--- config.mk ---
export PLATFORM = sky130hd
export DESIGN_NAME = clock_display_mode_and_time_setter
export DESIGN_NICKNAME = d
export VERILOG_FILES = /design/src/hw/rtl/cdmts_pkg.sv /design/src/hw/rtl/cdmts_cfg_regs.sv /design/src/hw/rtl/cdmts_core.sv /design/src/hw/rtl/clock_display_mode_and_time_setter.sv
export SDC_FILE = /design/constraint.sdc
export NUM_CORES = 1
export LEC_CHECK = 0
export ABC_AREA = 1
export BUFFER_PORTS_ARGS = -buffer_cell sky130_fd_sc_hd__buf_2
export CORE_MARGIN = 2
export CORE_UTILIZATION = 60
export DETAILED_ROUTE_END_ITERATION = 10
export GPL_TIMING_DRIVEN = 0
export PLACE_DENSITY = 0.81
export SLEW_MARGIN = 20
export SYNTH_ARGS = -nofsm -noshare
export SYNTH_HDL_FRONTEND = slang
export SYNTH_SLANG_ARGS = --single-unit
export TNS_END_PERCENT = 100
--- constraint.sdc ---
create_clock -name clk -period 24.2 [get_ports clk]
set_clock_uncertainty 0.15 [all_clocks]
set_input_delay 4.84 -clock clk [delete_from_list [all_inputs] [get_ports clk]]
set_output_delay 4.84 -clock clk [all_outputs]
set_load 0.03 [all_outputs]
--- src/hw/rtl/cdmts_pkg.sv ---
package cdmts_pkg;

  // Display modes
  typedef enum logic [1:0] {
    MODE_TEMP  = 2'd0,
    MODE_CLOCK = 2'd1,
    MODE_SETUP = 2'd2
  } mode_t;

  // Event kinds
  typedef enum logic [1:0] {
    OP_TIME = 2'd0,
    OP_TEMP = 2'd1,
    OP_KEY  = 2'd2
  } opcode_t;

  // Key codes
  typedef enum logic [2:0] {
    KEY_NONE = 3'd0,
    KEY_MODE = 3'd1,
    KEY_UP   = 3'd2,
    KEY_DOWN = 3'd3,
    KEY_OK   = 3'd4
  } key_t;

  // Configuration register indexes
  typedef enum logic [1:0] {
    CFG_CLOCK_DWELL    = 2'd0,
    CFG_TEMP_DWELL     = 2'd1,
    CFG_CONVERT_PERIOD = 2'd2
  } cfg_idx_t;

  localparam int CfgIdxW  = 2;
  localparam int CfgDataW = 6;

  // Digit codes beyond the numerals
  localparam logic [3:0] DIG_C     = 4'd10;
  localparam logic [3:0] DIG_BLANK = 4'd11;

  // Reset values of the configuration registers
  localparam logic [5:0] CLOCK_DWELL_RST    = 6'd20;
  localparam logic [3:0] TEMP_DWELL_RST     = 4'd4;
  localparam logic [3:0] CONVERT_PERIOD_RST = 4'd4;

  // Wrap limits of the hour and minute fields
  localparam logic [7:0] HOUR_LIMIT   = 8'd24;
  localparam logic [7:0] MINUTE_LIMIT = 8'd60;

  // Reciprocal of ten, exact for 0..1028 with a shift of 11
  localparam logic [15:0] DIV10_MUL   = 16'd205;
  localparam int          DIV10_SHIFT = 11;

  typedef struct packed {
    logic [5:0] clock_dwell;
    logic [3:0] temp_dwell;
    logic [3:0] convert_period;
  } cfg_t;

  typedef struct packed {
    logic [1:0]         opcode;
    logic [5:0]         hour_bcd;
    logic [6:0]         minute_bcd;
    logic signed [15:0] temp_raw;
    logic [2:0]         key;
  } in_t;

  typedef struct packed {
    logic [3:0] digit_hi0;
    logic [3:0] digit_hi1;
    logic [3:0] digit_lo0;
    logic [3:0] digit_lo1;
    logic       point_flash;
    logic [1:0] mode;
    logic       edit_minutes;
    logic       time_write;
    logic [5:0] write_hour_bcd;
    logic [6:0] write_minute_bcd;
    logic       convert_request;
  } res_t;

  typedef struct packed {
    logic [4:0] quo;
    logic [3:0] rem;
  } div10_t;

  // Quotient and remainder of an 8-bit value by ten
  function automatic div10_t div10(input logic [7:0] x);
    logic [15:0] prod;
    div10_t      d;
    prod  = 16'(x) * DIV10_MUL;
    d.quo = prod[15:DIV10_SHIFT];
    d.rem = 4'(x - 8'(d.quo) * 8'd10);
    return d;
  endfunction

  // Remainder by ten of a value below thirty
  function automatic logic [3:0] mod10_small(input logic [4:0] q);
    logic [4:0] r;
    if (q >= 5'd20) begin
      r = q - 5'd20;
    end else if (q >= 5'd10) begin
      r = q - 5'd10;
    end else begin
      r = q;
    end
    return 4'(r);
  endfunction

endpackage

--- src/hw/rtl/cdmts_cfg_regs.sv ---
module cdmts_cfg_regs (
  input  logic                           clk,
  input  logic                           rst_n,
  input  logic                           cfg_valid,
  output logic                           cfg_ready,
  input  logic [cdmts_pkg::CfgIdxW-1:0]  cfg_index,
  input  logic [cdmts_pkg::CfgDataW-1:0] cfg_data,
  output cdmts_pkg::cfg_t                cfg
);
  import cdmts_pkg::*;

  cfg_t cfg_r;

  // Writes are always taken; unknown indexes are dropped
  assign cfg_ready = 1'b1;
  assign cfg       = cfg_r;

  always_ff @(posedge clk) begin
    if (!rst_n) begin
      cfg_r.clock_dwell    <= CLOCK_DWELL_RST;
      cfg_r.temp_dwell     <= TEMP_DWELL_RST;
      cfg_r.convert_period <= CONVERT_PERIOD_RST;
    end else if (cfg_valid) begin
      case (cfg_index)
        CFG_CLOCK_DWELL:    cfg_r.clock_dwell    <= cfg_data;
        CFG_TEMP_DWELL:     cfg_r.temp_dwell     <= cfg_data[3:0];
        CFG_CONVERT_PERIOD: cfg_r.convert_period <= cfg_data[3:0];
        default: ;
      endcase
    end
  end

endmodule

--- src/hw/rtl/cdmts_core.sv ---
module cdmts_core (
  input  logic            clk,
  input  logic            rst_n,
  input  logic            step,
  input  cdmts_pkg::in_t  item,
  input  cdmts_pkg::cfg_t cfg,
  output cdmts_pkg::res_t res
);
  import cdmts_pkg::*;

  mode_t      mode_r, mode_nxt;
  logic [3:0] dig_r [4];
  logic [3:0] dig_nxt [4];
  logic       point_r, point_nxt;
  logic       edit_r, edit_nxt;
  logic [5:0] ccnt_r, ccnt_nxt;
  logic [3:0] tcnt_r, tcnt_nxt;
  logic [3:0] vcnt_r, vcnt_nxt;
  logic       wr, conv;

  // Counter increments and dwell checks
  logic [5:0] ccnt_inc;
  logic [3:0] tcnt_inc, vcnt_inc;
  logic       clock_hit, temp_hit, conv_hit;

  assign ccnt_inc  = ccnt_r + 6'd1;
  assign tcnt_inc  = tcnt_r + 4'd1;
  assign vcnt_inc  = vcnt_r + 4'd1;
  assign clock_hit = ccnt_inc >= cfg.clock_dwell;
  assign temp_hit  = tcnt_inc >= cfg.temp_dwell;
  assign conv_hit  = vcnt_inc >= cfg.convert_period;

  // Whole degrees: bits 11..4 as an unsigned byte
  logic [7:0] deg;
  div10_t     deg_d;

  assign deg   = item.temp_raw[11:4];
  assign deg_d = div10(deg);

  // Field step for up/down: nibbles above 9 enter the sum as they are
  logic [3:0] fld_hi, fld_lo;
  logic [7:0] fld_val, fld_lim, fld_new;
  div10_t     fld_d;

  assign fld_hi  = edit_r ? dig_r[2] : dig_r[0];
  assign fld_lo  = edit_r ? dig_r[3] : dig_r[1];
  assign fld_lim = edit_r ? MINUTE_LIMIT : HOUR_LIMIT;
  assign fld_val = {1'b0, fld_hi, 3'b000} + {3'b000, fld_hi, 1'b0} + {4'b0000, fld_lo};

  always_comb begin
    if (item.key == KEY_UP) begin
      fld_new = (fld_val + 8'd1 == fld_lim) ? 8'd0 : fld_val + 8'd1;
    end else begin
      fld_new = (fld_val == 8'd0) ? fld_lim - 8'd1 : fld_val - 8'd1;
    end
  end

  assign fld_d = div10(fld_new);

  // Event handling
  always_comb begin
    mode_nxt  = mode_r;
    dig_nxt   = dig_r;
    point_nxt = point_r;
    edit_nxt  = edit_r;
    ccnt_nxt  = ccnt_r;
    tcnt_nxt  = tcnt_r;
    vcnt_nxt  = vcnt_r;
    wr        = 1'b0;
    conv      = 1'b0;
    unique case (item.opcode)
      OP_TIME: begin
        if (mode_r == MODE_CLOCK) begin
          point_nxt  = 1'b1;
          dig_nxt[0] = {2'b00, item.hour_bcd[5:4]};
          dig_nxt[1] = item.hour_bcd[3:0];
          dig_nxt[2] = {1'b0, item.minute_bcd[6:4]};
          dig_nxt[3] = item.minute_bcd[3:0];
          ccnt_nxt   = clock_hit ? 6'd0 : ccnt_inc;
          if (clock_hit) begin
            mode_nxt = MODE_TEMP;
          end
        end
      end
      OP_TEMP: begin
        if (mode_r == MODE_TEMP) begin
          point_nxt  = 1'b0;
          dig_nxt[0] = mod10_small(deg_d.quo);
          dig_nxt[1] = deg_d.rem;
          dig_nxt[2] = DIG_C;
          dig_nxt[3] = DIG_BLANK;
          tcnt_nxt   = temp_hit ? 4'd0 : tcnt_inc;
          if (temp_hit) begin
            mode_nxt = MODE_CLOCK;
          end
        end else begin
          vcnt_nxt = conv_hit ? 4'd0 : vcnt_inc;
          conv     = conv_hit;
        end
      end
      OP_KEY: begin
        case (item.key)
          KEY_MODE: begin
            if (mode_r != MODE_SETUP) begin
              // show the time as a clock sample, then enter setup
              point_nxt  = 1'b1;
              dig_nxt[0] = {2'b00, item.hour_bcd[5:4]};
              dig_nxt[1] = item.hour_bcd[3:0];
              dig_nxt[2] = {1'b0, item.minute_bcd[6:4]};
              dig_nxt[3] = item.minute_bcd[3:0];
              ccnt_nxt   = clock_hit ? 6'd0 : ccnt_inc;
              mode_nxt   = MODE_SETUP;
              edit_nxt   = 1'b0;
            end else begin
              edit_nxt = ~edit_r;
            end
          end
          KEY_UP, KEY_DOWN: begin
            if (mode_r == MODE_SETUP) begin
              if (edit_r) begin
                dig_nxt[2] = fld_d.quo[3:0];
                dig_nxt[3] = fld_d.rem;
              end else begin
                dig_nxt[0] = fld_d.quo[3:0];
                dig_nxt[1] = fld_d.rem;
              end
            end
          end
          KEY_OK: begin
            if (mode_r == MODE_SETUP) begin
              wr       = 1'b1;
              mode_nxt = MODE_CLOCK;
              edit_nxt = 1'b0;
            end else begin
              mode_nxt = MODE_TEMP;
            end
          end
          default: ;
        endcase
      end
      default: ;
    endcase
  end

  // Result from the updated state
  always_comb begin
    res.digit_hi0        = dig_nxt[0];
    res.digit_hi1        = dig_nxt[1];
    res.digit_lo0        = dig_nxt[2];
    res.digit_lo1        = dig_nxt[3];
    res.point_flash      = point_nxt;
    res.mode             = mode_nxt;
    res.edit_minutes     = (mode_nxt == MODE_SETUP) ? edit_nxt : 1'b0;
    res.time_write       = wr;
    res.write_hour_bcd   = wr ? {dig_r[0][1:0], dig_r[1]} : 6'd0;
    res.write_minute_bcd = wr ? {dig_r[2][2:0], dig_r[3]} : 7'd0;
    res.convert_request  = conv;
  end

  // State registers
  always_ff @(posedge clk) begin
    if (!rst_n) begin
      mode_r  <= MODE_CLOCK;
      dig_r   <= '{4'd0, 4'd1, 4'd2, 4'd3};
      point_r <= 1'b0;
      edit_r  <= 1'b0;
      ccnt_r  <= '0;
      tcnt_r  <= '0;
      vcnt_r  <= '0;
    end else if (step) begin
      mode_r  <= mode_nxt;
      dig_r   <= dig_nxt;
      point_r <= point_nxt;
      edit_r  <= edit_nxt;
      ccnt_r  <= ccnt_nxt;
      tcnt_r  <= tcnt_nxt;
      vcnt_r  <= vcnt_nxt;
    end
  end

endmodule

--- src/hw/rtl/clock_display_mode_and_time_setter.sv ---
// Four-digit clock/thermometer display controller. Each transfer on the in_
// channel is one event (time sample, temperature sample or key press) and
// yields exactly one result on the out_ channel: the four digit codes, point,
// mode, setup field, and the time-write and conversion-request pulses. An
// event sits in an input register, is handled by the mode and digit state
// update, and lands in an output register; one event is taken every cycle as
// long as out_ready keeps up. Configuration writes on the cfg_ channel are
// taken at once and belong in idle periods only.
module clock_display_mode_and_time_setter (
  input  logic                           clk,
  input  logic                           rst_n,
  input  logic                           in_valid,
  output logic                           in_ready,
  input  cdmts_pkg::in_t                 in_data,
  output logic                           out_valid,
  input  logic                           out_ready,
  output cdmts_pkg::res_t                out_data,
  input  logic                           cfg_valid,
  output logic                           cfg_ready,
  input  logic [cdmts_pkg::CfgIdxW-1:0]  cfg_index,
  input  logic [cdmts_pkg::CfgDataW-1:0] cfg_data
);
  import cdmts_pkg::*;

  cfg_t cfg;
  logic s1_valid_r;
  in_t  s1_data_r;
  logic out_valid_r;
  res_t out_data_r;
  res_t res;
  logic adv;

  cdmts_cfg_regs u_cfg (
    .clk       (clk),
    .rst_n     (rst_n),
    .cfg_valid (cfg_valid),
    .cfg_ready (cfg_ready),
    .cfg_index (cfg_index),
    .cfg_data  (cfg_data),
    .cfg       (cfg)
  );

  // Held event moves on when the output register is free or being drained
  assign adv      = s1_valid_r && (!out_valid_r || out_ready);
  assign in_ready = !s1_valid_r || adv;

  cdmts_core u_core (
    .clk   (clk),
    .rst_n (rst_n),
    .step  (adv),
    .item  (s1_data_r),
    .cfg   (cfg),
    .res   (res)
  );

  // Input register
  always_ff @(posedge clk) begin
    if (!rst_n) begin
      s1_valid_r <= 1'b0;
    end else if (in_ready) begin
      s1_valid_r <= in_valid;
    end
  end

  always_ff @(posedge clk) begin
    if (in_valid && in_ready) begin
      s1_data_r <= in_data;
    end
  end

  // Output register
  always_ff @(posedge clk) begin
    if (!rst_n) begin
      out_valid_r <= 1'b0;
    end else if (adv) begin
      out_valid_r <= 1'b1;
    end else if (out_ready) begin
      out_valid_r <= 1'b0;
    end
  end

  always_ff @(posedge clk) begin
    if (adv) begin
      out_data_r <= res;
    end
  end

  assign out_valid = out_valid_r;
  assign out_data  = out_data_r;

  // A time write leaves the display in clock mode
  a_write_clock: assert property (@(posedge clk) disable iff (!rst_n)
    out_valid_r && out_data_r.time_write |-> out_data_r.mode == MODE_CLOCK)
    else $error("time write outside clock mode");

  // Write fields are zero without the write pulse
  a_write_zero: assert property (@(posedge clk) disable iff (!rst_n)
    out_valid_r && !out_data_r.time_write |->
      out_data_r.write_hour_bcd == 6'd0 && out_data_r.write_minute_bcd == 7'd0)
    else $error("write fields set without time write");

  // Field select shows only in setup
  a_edit_setup: assert property (@(posedge clk) disable iff (!rst_n)
    out_valid_r && out_data_r.edit_minutes |-> out_data_r.mode == MODE_SETUP)
    else $error("edit select outside setup");

  // A handled event is always presented next cycle
  a_adv_out: assert property (@(posedge clk) disable iff (!rst_n)
    adv |=> out_valid_r)
    else $error("handled event lost");

endmodule

==> results of run 1 <==
==> registers in the layout (all words and copies together) (netlist names) <==
name	count
out_data	35
s1_data_r	26
u_core.dig_r	16
u_cfg.cfg	14
u_core.ccnt_r	6
u_core.tcnt_r	4
u_core.vcnt_r	4
u_core.mode_r	2
out_valid	1
s1_valid_r	1
u_core.edit_r	1
u_core.point_r	1
==> power groups by stage <==
stage | clock network [mW] | logic [mW] | registers, mW
6_report | 0.153 | 0.665 | 0.217
3_3_place_gp | 0 | 0.636 | 0.221
2_1_floorplan | 0 | 0.489 | 0.226
4_1_cts | 0.153 | 0.662 | 0.217
5_1_grt | 0.160 | 0.763 | 0.218
3_5_place_dp | 0 | 0.657 | 0.221
==> per-stage QoR <==
stage	power, mW	util
floorplan	0.715	-
global placement	0.857	0.658
detailed placement	0.878	0.658
CTS	1.03	0.680
global route	1.14	0.680
finish	1.04	0.680
==> per-layer routing <==
layer	GRT usage	up-vias
met4	0.0938	0
met1	0.357	3329
met5	0	-
met3	0.0374	47
met2	0.472	319
li1	-	3625
==> cells in the final DEF, fill, tap and decap left out, types with 39 or more instances in the layout <==
cell type,instances
a21oi_1,68
buf_2,78
dfxtp_1,50
edfxtp_1,61
ha_1,112
inv_1,209
nand2_1,155
nand3_1,39
nor2_1,90
o21ai_0,65
==> cells in the mapped netlist (all sizes together) (3+ instances only) <==
master	n	share of area
o21a	3	0.0027
o22ai	5	0.0037
nand4	9	0.0066
a22oi	7	0.0062
nand3	41	0.026
a211oi	3	0.0027
dfxtp	50	0.12
o21ai	74	0.045
nor2	91	0.041
xnor2	11	0.011
a221oi	16	0.016
o211ai	16	0.014
buf	7	0.0057
xor2	12	0.012
or2	5	0.0037
inv	210	0.093
edfxtp	61	0.22
clkbuf	12	0.0053
fa	26	0.061
nand2	165	0.076
ha	112	0.16
nor3	8	0.0047
o221ai	6	0.0062
a21oi	70	0.042
==> final cells by class <==
class	count	area, um2	share of cell area
well taps	180	225	0.0240
clock inverters	7	78.8	0.00839
flip-flops and latches	111	2830	0.301
plain buffers	19	93.8	0.00999
multi-input cells	697	4770	0.508
inverters	211	792	0.0843
clock buffers	9	225	0.0240
repair buffers	75	375	0.0399
==> how the worst max path moves through the flow <==
stage	startpoint	to	depth (start not counted)
global route	out_ready	in_ready	4
detailed placement	out_ready	in_ready	4
floorplan	out_ready	in_ready	2
global placement	out_ready	in_ready	4
finish	out_ready	in_ready	4
CTS	out_ready	in_ready	4
==> logic make-up (layout without fill, tap and decap cells) <==
kind of cell | after synthesis | in the layout | share of synthesized area
flip-flops | 111 | 111 | 0.334
buffers and inverters | 230 | 321 | 0.104
AND/OR/NAND/NOR | 325 | 325 | 0.163
adder cells (fa/ha/maj) | 138 | 138 | 0.226
XOR/XNOR | 23 | 23 | 0.0237
other | 1 | 1 | 0.000442
AO/OA/AOI/OAI | 210 | 210 | 0.149
==> worst max-delay path: cells and delay by family <==
family	cells	cell delay [ns]
AND/OR/NAND/NOR	1	0.10
buffers and inverters	3	0.35
==> metrics.yaml, run 1 <==
yosys:
  synth_edf_count: 61
  synth_area_mm2: 0.00849
  yosysSeqAreaShare: 0.334
  syn-num-nets: 1223
  ys.flop_type: "edfxtp_1"
  synth_cells: 1038
  syn_area_per_cell_um2: 8.18
  synth_cell_types: 50
  ys_warn_count: 0
  synthArstFlopShare: 0
  ys_ff_latch: 111
min_path:
  worstHoldPathType: "register to register"
  hold_depth: 2
  holdCritStartpoint: "u_cfg.cfg[13]$_SDFFE_PN0P_"
  holdPathEnd: "u_cfg.cfg[13]$_SDFFE_PN0P_"
clock_tree:
  cts_sinks: 111
  post_cts_buffers: 0
  cts_tree: "yes"
  cts_buffers: 9
  cts_max_level: 3
  cts_resized: 0
  root_buffer: "clkbuf_16"
  cts_buffer_depth: 2
  path_clk_slew_ns: 0.07
  postCtsHoldBufs: 0
  clock_latency_ns: 0.36
timing:
  setup_violations: 0
  fin_crit_sh: 0.425
  drv_slew: 0
  maxSlewHeadroom: 0.278
  worst_pin_slew_ns: 1.08
  period_minus_slack_ns: 10.28
  rsz0062_at_grt: "false"
  timing.final.ws_setup_ns: 13.92
  whs_ns: 0.315
  tns_ns: 0
  max_freq_mhz: 97.2
  final_hold_viol_count: 0
routing:
  wirelength_um: 20100
  wl_met3_um: 1440
  initialDrtViolationCount: 658
  dr.pass1.iters: 5
  postRouteAntennaNets: 0
  vias: 7320
  viasPerCell: 5.59
  drc_errors: 0
  drt-met1-wl_um: 8390
  top_layer: "met4"
  wl_per_cell_um: 15.4
  routed-wl-met2_um: 9690
pwr:
  pwr-share-comb: 0.643
  p_per_area_mw_per_mm2: 110
  pwr-share-clk: 0.147
  leakagePower_nw: 4.71
  pwr-share-seq: 0.210
  vdd_drop_max_mv: 0.0844
  p_int_mw: 0.534
  switchingPower_mw: 0.501
  swShare: 0.484
floorplanning:
  start_util: 0.614
  core.rowCount: 43
  core-area_mm2: 0.0138
  fp.dieArea_mm2: 0.0151
  die_x_um: 123
  io_pins: 85
  die_h_um: 123
critical_path:
  end_kind: "output port"
  crit_fanout: 3
  rr_worst_depth: 42
  reg2reg_from: "u_core.edit_r$_SDFFE_PN0P_"
  cpMostUsedCell: "buf_2"
  crit_required_ns: 19.21
  cp_slowest_stage_delay_ns: 0.20
  crit_path_cell_trace: "buf_2 -> inv_1 -> nand3_1 -> buf_2"
  critical_path_arrival_ns: 5.29
  crit_type: "primary input to output port"
  rr_endpoint: "out_data[30]$_DFFE_PP_"
  r2r_setup_slack_ns: 15.35
  startpoint_type: "primary input"
  crit_slowest_cell: "buf_2"
placed_design:
  placed_cell_area_mm2: 0.00909
  gp_congestion: 0.980
  place.port_buffers: 75
  hpwlAfterDp_um: 15800
  pre_cts_ws_ns: 13.93
  dp.cells: 1293
layout:
  fin_nets: 1309
  drive_gt1_frac: 0.107
  antenna_cells: 0
  fin_area_mm2: 0.00940
  layout.cells.non_filler: 1309
  syn2layout_area_growth_pct: 10.7
  final.fill_count: 1165
grt:
  grt_max_degree: 45
  gr-total-overflow: 0
  grt_pass1_wl_um: 32500
  grt.total_usage: 0.275
  antenna_found_initial: 0
  grt_pass1_vias: 6954
run_status:
  status: "finished clean"
job:
  cap_violations: 0
(Power assumes the default switching activity.)
==> run 2, diff against run 1 <==
--- a/config.mk
+++ b/config.mk
@@ -8,10 +8,10 @@
 export ABC_AREA = 1
 export BUFFER_PORTS_ARGS = -buffer_cell sky130_fd_sc_hd__buf_2
 export CORE_MARGIN = 2
-export CORE_UTILIZATION = 60
+export CORE_UTILIZATION = 55
 export DETAILED_ROUTE_END_ITERATION = 10
 export GPL_TIMING_DRIVEN = 0
-export PLACE_DENSITY = 0.81
+export PLACE_DENSITY = 0.78
 export SLEW_MARGIN = 20
 export SYNTH_ARGS = -nofsm -noshare
 export SYNTH_HDL_FRONTEND = slang
==> constraint.sdc (replaced) <==
create_clock -name clk -period 9.2 [get_ports clk]
set_clock_uncertainty 0.15 [all_clocks]
set_input_delay 1.84 -clock clk [delete_from_list [all_inputs] [get_ports clk]]
set_output_delay 1.84 -clock clk [all_outputs]
set_load 0.03 [all_outputs]
==> run 2 against run 1 <==
Register-to-register slack worse by 15 ns; largest power group unchanged; die area up 8.8%; critical path depth up 40; wire length down 0.57%; combinational power rose to 2.6 times the previous value.
==> metrics.yaml, run 2 (synthesis gave the netlist of run 1 again) <==
critical_path:
  crit_type: "register to register"
  critPathLaunch: "u_core.edit_r$_SDFFE_PN0P_"
  worst-path-stages: 44  # +40
  startpoint_type: "register"
  r2r_setup_slack_ns: 0.61  # -14.74 ns
  crit_slowest_cell: "fa_1"
  rr_worst_depth: 44  # +4.8%
  path_buf_inv: 11  # +8
  crit_fanout: 10  # +7
  cpMostUsedCell: "inv_1"
  crit_required_ns: 9.17  # -10.04 ns
  reg2reg_from: "u_core.edit_r$_SDFFE_PN0P_"
  critical_path_arrival_ns: 8.55  # +3.26 ns
  cp_slowest_stage_delay_ns: 0.58  # +0.38 ns
  end_kind: "register"
  crit_family: "adder cells"
job:
  cap_violations: 0  # unchanged
pwr:
  p_per_area_mw_per_mm2: 288  # +160%
  vdd_drop_max_mv: 0.163  # +94%
  leakagePower_nw: 4.72  # +0.23%
  power_mw: 2.72  # +160%
grt:
  grt_pass1_vias: 7063  # +1.6%
  gr-total-overflow: 0  # unchanged
  grt.total_usage: 0.252  # -0.0223
  grt_pass1_wl_um: 33000  # +1.6%
  grt_max_degree: 45  # unchanged
  antenna_found_initial: 0  # unchanged
clock_tree:
  post_cts_buffers: 0  # unchanged
  clock_latency_ns: 0.35  # about the same
  cts_max_level: 3  # unchanged
  cts_buffer_depth: 2  # unchanged
  cts_resized: 0  # unchanged
  path_clk_slew_ns: 0.08  # about the same
  cts_buffers: 9  # unchanged
  root_buffer: "clkbuf_16"
  postCtsHoldBufs: 0  # unchanged
  cts_tree: "yes"
  cts_sinks: 111  # unchanged
timing:
  drv_slew: 0  # unchanged
  period_minus_slack_ns: 8.59
  fin_crit_sh: 0.934
  rsz0062_at_grt: "false"
  final_hold_viol_count: 0  # unchanged
  tns_ns: 0  # unchanged
  max_freq_mhz: 116
  maxSlewHeadroom: 0.342  # +0.0638
  worst_pin_slew_ns: 0.982  # -0.101 ns
  setup_violations: 0  # unchanged
floorplanning:
  io_pins: 85  # unchanged
  fp.dieArea_mm2: 0.0165  # +8.8%
  die_h_um: 128  # +4.3%
  start_util: 0.561  # -0.0535
  core.rowCount: 45  # +4.7%
  die_x_um: 128  # +4.3%
  core-area_mm2: 0.0151  # +9.5%
routing:
  dr.pass1.iters: 7  # +2
  drc_errors: 0  # unchanged
  wl_per_cell_um: 15.2  # -1.2%
  postRouteAntennaNets: 0  # unchanged
  initialDrtViolationCount: 670  # +1.8%
  vias: 7392  # +0.98%
  viasPerCell: 5.61  # +0.37%
  wirelength_um: 20000  # -0.57%
placed_design:
  hpwlAfterDp_um: 15800  # +0.29%
  gp_congestion: 1.02  # +4.6%
  place.port_buffers: 75  # unchanged
run_status:
  status: "finished clean"
min_path:
  holdCritStartpoint: "u_cfg.cfg[3]$_SDFFE_PN0P_"
  worstHoldPathType: "register to register"
  hold_depth: 2  # unchanged
layout:
  drive_gt1_frac: 0.108  # +0.000886
  final_util: 0.622  # -0.0578
  layout_commonest_cell: "inv_1"
  fin_nets: 1309  # unchanged
  final_cell_mix: "inv_1, nand2_1, ha_1, nor2_1, buf_2"
  antenna_cells: 0  # unchanged
  syn2layout_area_growth_pct: 10.9
  largest_register_ffs: 35  # unchanged
## run 2: cell type report
| class | count | area, um2 |
|---|---|---|
| fill | 1343 | 5730 |
| multi-input combinational | 697 | 4770 |
| sequential | 111 | 2830 |
| inverter | 211 | 792 |
| timing repair buffer | 75 | 375 |
| tap | 188 | 235 |
| clock buffer | 9 | 225 |
| buffer | 19 | 95.1 |
| clock inverter | 7 | 88.8 |
## run 2: power by group
part	leakage (nW)	total [mW]	switching [mW]	internal, mW
combinational	3.57	1.74	1.10	0.635
clock	0.155	0.407	0.190	0.218
sequential	0.993	0.571	0.0182	0.553
## run 2: per-layer routing
metal | global-route usage | routed length [um]
met4 | 0.0983 | 676
met1 | 0.325 | 8480
met3 | 0.0409 | 1370
met5 | 0 | 0
met2 | 0.426 | 9490
## run 2: worst paths after layout
path                                to
max             out_data[30]$_DFFE_PP_
min reg2reg  u_cfg.cfg[3]$_SDFFE_PN0P_
max reg2reg     out_data[30]$_DFFE_PP_
min          u_cfg.cfg[3]$_SDFFE_PN0P_
## run 2: worst register-to-register path: cells and delay by family, from the launching register on
family          cells  cell delay, ns
fa+ha+maj           9            3.93
simple gates       17            1.74
buf+inv            11            1.03
compound gates      5            0.83
flops               1            0.37
xor+xnor            2            0.33
## run 2: metrics by stage
stage | cell area [um2] | setup slack, ns | hold WS (ns) | cells
floorplan | 8490 | 1.50 | 0.285 | 1038
global placement | 9100 | 0.500 | 0.301 | 1301
detailed placement | 9100 | 0.395 | 0.310 | 1301
CTS | 9420 | 0.365 | 0.325 | 1317
global route | 9420 | 0.0417 | 0.356 | 1317
finish | 9420 | 0.611 | 0.324 | 1317
